===== src/sv/assert_macros.svh =====
// ----------------------------------------------------------------------------
// assert_macros.svh
// Shared concurrent assertion macros for the RTL.
// ----------------------------------------------------------------------------
`ifndef ASSERT_MACROS_SVH
`define ASSERT_MACROS_SVH

// Check a property on every rising clock edge, skipped while reset is high.
`define ASSERT_CLK(label, clk, rst, prop, msg) \
   label: assert property (@(posedge clk) disable iff (rst) prop) else $error(msg);

// Check that an antecedent implies a consequent in the same cycle.
`define ASSERT_IMPLY(label, clk, rst, ante, cons, msg) \
   `ASSERT_CLK(label, clk, rst, (ante) |-> (cons), msg)

`endif


===== src/sv/dwos_pkg.sv =====
// ----------------------------------------------------------------------------
// dwos_pkg
// Types and constants for the daily window output scheduler.
// ----------------------------------------------------------------------------
package dwos_pkg;

   // Number of daily window slots
   localparam int SLOTS  = 16;
   localparam int SLOT_W = (SLOTS > 1) ? $clog2(SLOTS) : 1;

   // Second-of-day width and time conversion factors
   localparam int DAY_W = 17;
   localparam logic [DAY_W-1:0] SEC_PER_HOUR = 17'd3600;
   localparam logic [DAY_W-1:0] SEC_PER_MIN  = 17'd60;

   // Item kinds carried on the request tuser
   localparam logic KIND_TICK  = 1'b0;
   localparam logic KIND_WRITE = 1'b1;

   // Sequencer states
   typedef enum logic [1:0] {
      ST_IDLE,
      ST_WALK,
      ST_DRAIN,
      ST_FINISH
   } state_type;

endpackage


===== src/sv/daily_window_output_scheduler_top.sv =====
// ----------------------------------------------------------------------------
// daily_window_output_scheduler_top
// Daily on/off window table driving one output level.
// ----------------------------------------------------------------------------
// Input channel req_*: tuser selects a time tick or a slot write. A slot write
// stores one window (start, end as second of day) and gives no result. A tick
// walks all slots, later slots overriding earlier ones, applies the button
// and gives exactly one result on the rsp_* channel.
// Sequencing: a tick walks the slots one at a time through the single window
// compare unit, which is fed by the slot memory's registered read port, then
// passes a drain step and a finish step that loads the result register. A
// tick is not through until that finish step, and no new request is taken
// before the sequencer is back in idle.
// req_tready is high only while the sequencer is idle.
// Reset: all slots read as empty, the output is off and no result is pending.
// Stall: the result sits in an output register; a new tick may be accepted and
// walked meanwhile, and it waits in its finish step until that register frees.
// ----------------------------------------------------------------------------
`include "assert_macros.svh"

module daily_window_output_scheduler_top (
   input  logic        clock,
   input  logic        reset,
   // Request channel
   input  logic        req_tvalid,
   output logic        req_tready,
   // [4:0] hours, [10:5] minutes, [16:11] seconds, [48:17] stamp, [49] button,
   // [53:50] slot, [70:54] on_seconds, [87:71] off_seconds
   input  logic [87:0] req_tdata,
   // [0] kind
   input  logic        req_tuser,
   // Result channel
   output logic        rsp_tvalid,
   input  logic        rsp_tready,
   // [0] level, [1] changed, [33:2] elapsed, [39:34] zero
   output logic [39:0] rsp_tdata,
   // [0] elapsed_valid
   output logic        rsp_tuser
);

   localparam int DW = dwos_pkg::DAY_W;
   localparam int SW = dwos_pkg::SLOT_W;
   localparam logic [SW-1:0] LAST_IDX = SW'(dwos_pkg::SLOTS - 1);

   // Request fields
   logic [4:0]    req_hours;
   logic [5:0]    req_minutes;
   logic [5:0]    req_seconds;
   logic [31:0]   req_stamp;
   logic          req_button;
   logic [3:0]    req_slot;
   logic [DW-1:0] req_on_seconds;
   logic [DW-1:0] req_off_seconds;

   assign req_hours       = req_tdata[4:0];
   assign req_minutes     = req_tdata[10:5];
   assign req_seconds     = req_tdata[16:11];
   assign req_stamp       = req_tdata[48:17];
   assign req_button      = req_tdata[49];
   assign req_slot        = req_tdata[53:50];
   assign req_on_seconds  = req_tdata[70:54];
   assign req_off_seconds = req_tdata[87:71];

   // Sequencer and datapath registers
   dwos_pkg::state_type state_ff, state_in;
   logic [SW-1:0]              idx_ff, idx_in;
   logic                       pipe_vld_ff, pipe_vld_in;
   logic                       want_ff, want_in;
   logic [DW-1:0]              now_ff, now_in;
   logic [31:0]                stamp_ff, stamp_in;
   logic                       button_ff, button_in;
   logic                       level_ff, level_in;
   logic [31:0]                on_stamp_ff, on_stamp_in;
   logic [dwos_pkg::SLOTS-1:0] slot_vld_ff, slot_vld_in;
   logic                       rsp_valid_ff, rsp_valid_in;
   logic                       rsp_level_ff, rsp_level_in;
   logic                       rsp_changed_ff, rsp_changed_in;
   logic                       rsp_ev_ff, rsp_ev_in;
   logic [31:0]                rsp_elapsed_ff, rsp_elapsed_in;

   // Slot memory and its registered read port
   logic [DW-1:0] start_mem [dwos_pkg::SLOTS];
   logic [DW-1:0] end_mem   [dwos_pkg::SLOTS];
   logic [DW-1:0] rd_start_ff;
   logic [DW-1:0] rd_end_ff;
   logic          rd_hit_ff;

   // Control decodes
   logic          req_fire;
   logic          tick_fire;
   logic          wr_fire;
   logic          wr_en;
   logic [SW-1:0] wr_idx;
   logic          issue_rd;
   logic          out_free;
   logic          finish_fire;

   // Compare unit and finish signals
   logic [DW-1:0] win_a;
   logic [DW-1:0] win_b;
   logic          want_final;
   logic          level_change;

   assign req_fire  = req_tvalid && req_tready;
   assign tick_fire = req_fire && (req_tuser == dwos_pkg::KIND_TICK);
   assign wr_fire   = req_fire && (req_tuser == dwos_pkg::KIND_WRITE);
   assign wr_en     = wr_fire && (32'(req_slot) < 32'(dwos_pkg::SLOTS));
   assign wr_idx    = SW'(req_slot);
   assign out_free  = !rsp_valid_ff || rsp_tready;

   // Next state
   always_comb begin
      state_in = state_ff;
      case (state_ff)
         dwos_pkg::ST_IDLE: begin
            if (tick_fire) state_in = dwos_pkg::ST_WALK;
         end
         dwos_pkg::ST_WALK: begin
            if (idx_ff == LAST_IDX) state_in = dwos_pkg::ST_DRAIN;
         end
         dwos_pkg::ST_DRAIN: begin
            state_in = dwos_pkg::ST_FINISH;
         end
         dwos_pkg::ST_FINISH: begin
            if (out_free) state_in = dwos_pkg::ST_IDLE;
         end
         default: begin
            state_in = dwos_pkg::ST_IDLE;
         end
      endcase
   end

   // Sequencer outputs
   always_comb begin
      req_tready  = 1'b0;
      issue_rd    = 1'b0;
      finish_fire = 1'b0;
      case (state_ff)
         dwos_pkg::ST_IDLE:   req_tready  = 1'b1;
         dwos_pkg::ST_WALK:   issue_rd    = 1'b1;
         dwos_pkg::ST_DRAIN:  finish_fire = 1'b0;
         dwos_pkg::ST_FINISH: finish_fire = out_free;
         default:             req_tready  = 1'b0;
      endcase
   end

   // Empty (never written) slots read as start == end == 0
   assign win_a = rd_hit_ff ? rd_start_ff : '0;
   assign win_b = rd_hit_ff ? rd_end_ff   : '0;

   // Walk counter, captured tick fields and the window compare unit
   always_comb begin
      idx_in      = idx_ff;
      pipe_vld_in = issue_rd;
      want_in     = want_ff;
      now_in      = now_ff;
      stamp_in    = stamp_ff;
      button_in   = button_ff;
      if (tick_fire) begin
         idx_in    = '0;
         want_in   = 1'b0;
         now_in    = DW'(req_hours) * dwos_pkg::SEC_PER_HOUR
                   + DW'(req_minutes) * dwos_pkg::SEC_PER_MIN
                   + DW'(req_seconds);
         stamp_in  = req_stamp;
         button_in = req_button;
      end else begin
         if (issue_rd && (idx_ff != LAST_IDX)) idx_in = idx_ff + SW'(1);
         // Apply one window per cycle; later slots override earlier ones
         if (pipe_vld_ff && (win_a != win_b)) begin
            if (win_a < win_b) begin
               if (now_ff >= win_b) begin
                  want_in = 1'b0;
               end else if (now_ff >= win_a) begin
                  want_in = 1'b1;
               end
            end else begin
               want_in = (now_ff >= win_a) || (now_ff < win_b);
            end
         end
      end
   end

   // Final level, change report and elapsed on-time
   assign want_final   = want_ff || button_ff;
   assign level_change = want_final != level_ff;

   always_comb begin
      level_in       = level_ff;
      on_stamp_in    = on_stamp_ff;
      rsp_valid_in   = rsp_valid_ff && !rsp_tready;
      rsp_level_in   = rsp_level_ff;
      rsp_changed_in = rsp_changed_ff;
      rsp_ev_in      = rsp_ev_ff;
      rsp_elapsed_in = rsp_elapsed_ff;
      if (finish_fire) begin
         rsp_valid_in   = 1'b1;
         rsp_level_in   = want_final;
         rsp_changed_in = level_change;
         rsp_ev_in      = 1'b0;
         rsp_elapsed_in = '0;
         if (level_change) begin
            level_in = want_final;
            if (want_final) begin
               on_stamp_in = stamp_ff;
            end else begin
               rsp_ev_in      = 1'b1;
               rsp_elapsed_in = stamp_ff - on_stamp_ff;
            end
         end
      end
   end

   // Mark written slots
   always_comb begin
      slot_vld_in = slot_vld_ff;
      if (wr_en) slot_vld_in[wr_idx] = 1'b1;
   end

   // Write and read the slot memory
   always_ff @(posedge clock) begin
      if (wr_en) begin
         start_mem[wr_idx] <= req_on_seconds;
         end_mem[wr_idx]   <= req_off_seconds;
      end
   end

   always_ff @(posedge clock) begin
      rd_start_ff <= start_mem[idx_ff];
      rd_end_ff   <= end_mem[idx_ff];
      rd_hit_ff   <= slot_vld_ff[idx_ff];
   end

   // Control state
   always_ff @(posedge clock) begin
      if (reset) begin
         state_ff     <= dwos_pkg::ST_IDLE;
         pipe_vld_ff  <= 1'b0;
         level_ff     <= 1'b0;
         on_stamp_ff  <= '0;
         slot_vld_ff  <= '0;
         rsp_valid_ff <= 1'b0;
      end else begin
         state_ff     <= state_in;
         pipe_vld_ff  <= pipe_vld_in;
         level_ff     <= level_in;
         on_stamp_ff  <= on_stamp_in;
         slot_vld_ff  <= slot_vld_in;
         rsp_valid_ff <= rsp_valid_in;
      end
   end

   // Payload registers
   always_ff @(posedge clock) begin
      idx_ff         <= idx_in;
      want_ff        <= want_in;
      now_ff         <= now_in;
      stamp_ff       <= stamp_in;
      button_ff      <= button_in;
      rsp_level_ff   <= rsp_level_in;
      rsp_changed_ff <= rsp_changed_in;
      rsp_ev_ff      <= rsp_ev_in;
      rsp_elapsed_ff <= rsp_elapsed_in;
   end

   // Drive the result channel
   assign rsp_tvalid = rsp_valid_ff;
   assign rsp_tdata  = {6'b0, rsp_elapsed_ff, rsp_changed_ff, rsp_level_ff};
   assign rsp_tuser  = rsp_ev_ff;

   // Checks
   `ASSERT_IMPLY(a_elapsed_on_fall, clock, reset, rsp_tvalid && rsp_tuser, !rsp_tdata[0] && rsp_tdata[1], "elapsed reported without a turn-off")
   `ASSERT_IMPLY(a_level_reported, clock, reset, !$past(reset) && !$stable(level_ff), rsp_valid_ff && rsp_changed_ff && (rsp_level_ff == level_ff), "level changed without a change result")
   `ASSERT_IMPLY(a_idle_no_walk, clock, reset, req_tready, !pipe_vld_ff, "request taken while slot walk in flight")

endmodule

===== config.mk =====
export PLATFORM = sky130hd
export DESIGN_NAME = daily_window_output_scheduler_top
export DESIGN_NICKNAME = d
export VERILOG_FILES = /design/src/sv/dwos_pkg.sv /design/src/sv/daily_window_output_scheduler_top.sv
export VERILOG_INCLUDE_DIRS = /design/src /design/src/sv
export SDC_FILE = /design/constraint.sdc
export NUM_CORES = 1
export LEC_CHECK = 0
export BUFFER_PORTS_ARGS = -buffer_cell sky130_fd_sc_hd__buf_2
export CAP_MARGIN = 20
export CORE_UTILIZATION = 55
export DETAILED_ROUTE_END_ITERATION = 8
export PLACE_DENSITY_LB_ADDON = 0.1
export SYNTH_ARGS = -nofsm -noshare
export SYNTH_HDL_FRONTEND = slang
export SYNTH_SLANG_ARGS = --single-unit
export TNS_END_PERCENT = 50

===== constraint.sdc =====
create_clock -name clock -period 5.75 [get_ports clock]
set_input_delay 1.4375 -clock clock [delete_from_list [all_inputs] [get_ports clock]]
set_output_delay 1.4375 -clock clock [all_outputs]
set_load 0.05 [all_outputs]

# == Yosys cells after proc, flatten, opt, wreduce, memory -nomap -nowiden ==
# Memory sizes are Yosys's and may differ from the RTL's. A register that Yosys moved wholly into a read port is not among the register bits.
# Cells that the tools add are included.
# classes
mux,20
multipliers,2
reduce_logical,18
add_sub_neg,4
n_eq_ne,11
order_cmp,7
n_bitwise,3
# op_table
cell,n
$ge A17 B17 Y1,2
$lt A17 B17 Y1,2
$mux W17,2
$sub A32 B32 Y32,1
$add A17 B12 Y17,1
$add A17 B6 Y17,1
$ne A17 B17 Y1,1
$or A16 B16 Y16,1
$mul A5 B8 Y13 const B,1
$mux W1,12
$lt A4 B5 Y1 const B,2
$mul A6 B4 Y10 const B,1
$pmux W2 S4,1
$logic_and A1 B1 Y1,7
$mux W2,3
$ne A2 B2 Y1 const B,3
$reduce_and A3 Y1,2
$add A4 B1 Y4 const B,1
$bmux W1 S4,1
$demux W1 S4,1
$eq A2 B2 Y1 const B,2
$eq A4 B4 Y1 const B,1
$ge A4 B1 Y1 const B,1
$ne A4 B4 Y1 const B,1
9 further kinds,14
# totals
ramBits,544
out_inout_bits,43
memories,2
regBits,144
# mem_list
memory,words,width,read_ports,rd_ports_with_merged_regs,wr,line_no,text
end_mem,16,17,1,1,1,daily_window_output_scheduler_top.sv:83,logic [DW-1:0] end_mem [dwos_pkg::SLOTS];
start_mem,16,17,1,1,1,daily_window_output_scheduler_top.sv:82,logic [DW-1:0] start_mem [dwos_pkg::SLOTS];

# == Longest topological paths before layout ==
# logic_depth
depth_word,6
mapped_depth,17

# == Worst setup path before layout ==
# OpenSTA, ideal clock, no wires.
# synth_path
path_kind,input to register
startpoint,input port req_tdata[8]
endpoint,"register now_ff[15], data pin"
stages,16
n_path_buf,0
t_arrival_ps,5106
required_time_ps,5485
slack_ps,379
path_cell_list,inv_1 -> fa_1 -> fa_1 -> inv_1 -> ha_1 -> a21oi_1 -> o21bai_1 -> a21oi_1 -> xnor2_1 -> ha_1 -> ha_1 -> or2_2 -> a21oi_1 -> nor2_1 -> a41o_1 -> xor2_1
# synth_between
elab_chain_len,3
# synth_lines
item,line_no,text
from (decl),daily_window_output_scheduler_top.sv:29,"input logic [87:0] req_tdata,"
$mul A6 B4 Y10,daily_window_output_scheduler_top.sv:163,+ DW'(req_minutes) * dwos_pkg::SEC_PER_MIN
$add A17 B12 Y17,daily_window_output_scheduler_top.sv:163,
$add A17 B6 Y17,daily_window_output_scheduler_top.sv:164,+ DW'(req_seconds);
to (signal assigned),daily_window_output_scheduler_top.sv:257,now_ff <= now_in;
to (decl),daily_window_output_scheduler_top.sv:69,"logic [DW-1:0] now_ff, now_in;"
# Every way passes these cells.
# A chain may end at the register's enable or synchronous reset.

# == Final worst setup path ==
# layout_path
startpoint,input port req_tdata[5]
endpoint,"register now_ff[14], data pin"
# Same word-level chain as after synthesis.

==> results.yml <==
status:
  outcome: "finished, final reports clean"
worst_setup_path:
  reg2reg_depth: 7
  worstPathArrival_ns: 5.38
  critical_path.reg2reg.endpoint: "start_mem[13][12]"
  r2r_start: "state_ff[0]"
  critical_path.startpoint_type: "primary input"
  largest_fanout_of_any_net_on_the_critical_path: 3
  timing.critical_path.required_ns: 6.07
  critical_path_class: "primary input to flip-flop"
  worst-r2r-setup-slack_ns: 2.47
  critPathCaptureType: "flip-flop"
pwr:
  power.density_nw_per_um2: 395
  net-switching-power_mw: 3.69
  p_int_mw: 10.1
  gate_power_share_pct: 21.0
  power.switching_fraction_pct: 26.8
  cellLeakagePower_nw: 12.1
  total_power_mw: 13.7
  power_frac_clock_pct: 33.2
  max-vdd-ir-drop_mv: 0.335
  p_seq_share_pct: 45.8
global_routing:
  met2_usage_pct: 40.4
  number_of_antenna_violations_at_the_first_check_in_global_routing: 3
  globalRoute.totalOverflow: 0
  grt_start_max_net_pins: 129
  grt_pass1_vias: 16600
  use_met1_pct: 32.3
  grt_util_all_layers_pct: 24.0
  groute.layer.met3.usage_pct: 4.06
  global_route_wire_length_before_repair_um: 100000
  grt.busiest_layer: "met2"
routing:
  final_routed_wirelength_um: 65700
  route.antenna.remaining_nets: 0
  drt-pass1-iter-count: 6
  dr_total_vias: 16200
  drt_iter0_drc: 1109
  drt-vias-per-instance: 5.77
  wl_per_cell_um: 23.4
  drc: 0
logic_synthesis:
  syn-instance-count: 1822
  synth_top_area_cell: "edfxtp_1"
  synth_async_sr_flop_share_pct: 0
  yosys_most_used_dff: "edfxtp_1"
  syn_area_sq_um: 30700
  yosys.cell_types.count: 57
  synth_enable_flop_cells: 629
  ys_ff_latch: 722
  ys_seq_area_share_pct: 67.6
  yosysTopAreaCellShare_pct: 61.5
  synth_warnings: 0
  synth.avg_cell_area_sq_um: 16.9
  yosys-top-cells-area: "edfxtp_1, mux4_2, dfxtp_1"
timing:
  max_slew.worst_pin.slew_ns: 1.11
  drv_slew: 0
  timing.hold.ws_ns: 0.455
  highest_clock_rate_mhz: 198
  finalSetupViolCount: 0
  final_hold_viol_count: 0
  finalWorstPathRequiredPeriod_ns: 5.06
  relSlewSlack_pct: 26.1
  postLayoutSetupSlackWorst_ns: 0.691
  fin_crit_sh_pct: 88.0
  finalClockSkew_ns: 0.0481
  sum_of_negative_setup_slack_ns: 0
  rsz_0062_raised_after_global_routing: "no"
clocking:
  worstSkewPairLatency_ns: 0.62
  cts_resized: 0
  ctsHoldBuffers: 0
  htreeDepth: 3
  cts_setup_buffers: 0
  clk_pin_slew_ns: 0.06
  number_of_buffers_between_clock_root_and_the_deepest_sink: 3
  cts_sink_cnt: 722
  clockRootBuffer: "clkbuf_16"
  tritoncts_clock_tree: "done"
  cts-buffers-inserted: 74
finish:
  layout.cells.most_common: "edfxtp_1"
  area.growth.synth_to_final_pct: 13.3
  drive_above_1_share_pct: 23.3
  final.fill_count: 3947
  layout.nets: 2246
  final_cell_mix: "edfxtp_1, mux4_2, ha_1, nand2_1, buf_2"
job:
  max_cap_viol_count: 0
hold_path:
  min_path_type: "flip-flop to flip-flop"
  holdCritStartpoint: "on_stamp_ff[2]"
  whs_path_depth: 2
  min_to: "on_stamp_ff[2]"
floorplan:
  floorplan.die.height_um: 238
  floorplan_die_width_um: 238
  placementRows: 86
  coreArea_sq_um: 55100
  start_util_pct: 55.7
  io-pin-count: 136
  overall_die_area_sq_um: 56800
placement:
  port_buffers: 129
  hpwlAfterDp_um: 40400
  place_worst_setup_slack_ns: 0.105
  gp_routability_congestion: 0.876
[worst max-delay path, cell delays in order]
cell and delay [ns]:
buf_2 0.13, fa_1 0.58, fa_1 0.45, ha_1 0.30
a21o_1 0.18, a21oi_1 0.22, o21bai_1 0.09, a21oi_1 0.22
xnor2_1 0.15, ha_1 0.25, ha_1 0.33, or2_2 0.12
a21oi_1 0.07, buf_4 0.15, a211oi_1 0.35, mux2i_1 0.25
nand3_1 0.09
[flip-flops by register name (all words and copies together), names as in the netlist, 2 cells and up]
signal          count
rsp_elapsed_ff     32
now_ff             17
end_mem           272
state_ff            2
idx_ff              4
rd_start_ff        17
start_mem         272
on_stamp_ff        32
rd_end_ff          17
stamp_ff           32
slot_vld_ff        16
[power by group through the flow]
stage                     clock (mW)  combinational (mW)  sequential, mW
after CTS                       4.64                2.93            6.31
after global routing            4.85                3.16            6.33
final                           4.56                2.89            6.30
after global placement             0                2.88            6.41
after detailed placement           0                2.93            6.41
after floorplan                    0                2.25            6.23
[kinds of logic after synthesis]
family                     synth area share [%]
xor gates and xnor gates                   1.14
adders and majority gates                  6.62
AOI/OAI and AO/OA                          4.42
muxes                                      13.3
other                                    0.0122
and+or+nand+nor                            4.69
DFF                                        67.6
buffers and inverters                      2.29
[worst max path at each step]
stage,from,endpoint,slack (ns),cells after the start
2_1_floorplan,req_tdata[8],now_ff[15],0.38,16
3_3_place_gp,req_tdata[5],now_ff[15],0.14,16
3_5_place_dp,req_tdata[5],now_ff[15],0.11,15
4_1_cts,req_tdata[5],now_ff[13],0.72,17
5_1_grt,req_tdata[5],now_ff[14],0.50,17
6_report,req_tdata[5],now_ff[14],0.69,17
[per-stage QoR]
stage               cell area, sq um  utilization [%]  instances
global placement               32500             58.9       2672
CTS                            34800             63.2       2808
global route                   34800             63.2       2810
finish                         34800             63.2       2810
floorplan                      30700                -       1827
detailed placement             32500             58.9       2672
[synth_stat cells, types with 10 or more instances]
cell and instances:
fa_1 16, nand4_1 12, nor3_1 17, mux2i_1 13, nor2_1 99, clkbuf_1 44, nand2b_1 21, o21ai_0 34
dfxtp_1 93, mux4_2 175, nand3_1 11, ha_1 137, xor2_1 12, a21o_1 24, edfxtp_1 629, a21oi_1 89
inv_1 107, xnor2_1 28, nand2_1 136, buf_1 10
[per-layer routing]
layer	part of all wire, %	up-vias
li1	-	7407
met1	42	8238
met2	50	470
met3	5.3	108
met4	2.2	2
met5	0.012	-
[cell type report]
cell class              count  area (sq um)  area share, %
inverters                 107           402           1.15
flip-flops and latches    722         20800           59.7
well taps                 748           936           2.69
clock buffers             101          2080           5.96
diodes                      2          5.00         0.0144
multi-input cells         928          9400           27.0
repair buffers            167           956           2.75
clock inverters            35           267          0.766
(Power assumes the default switching activity.)
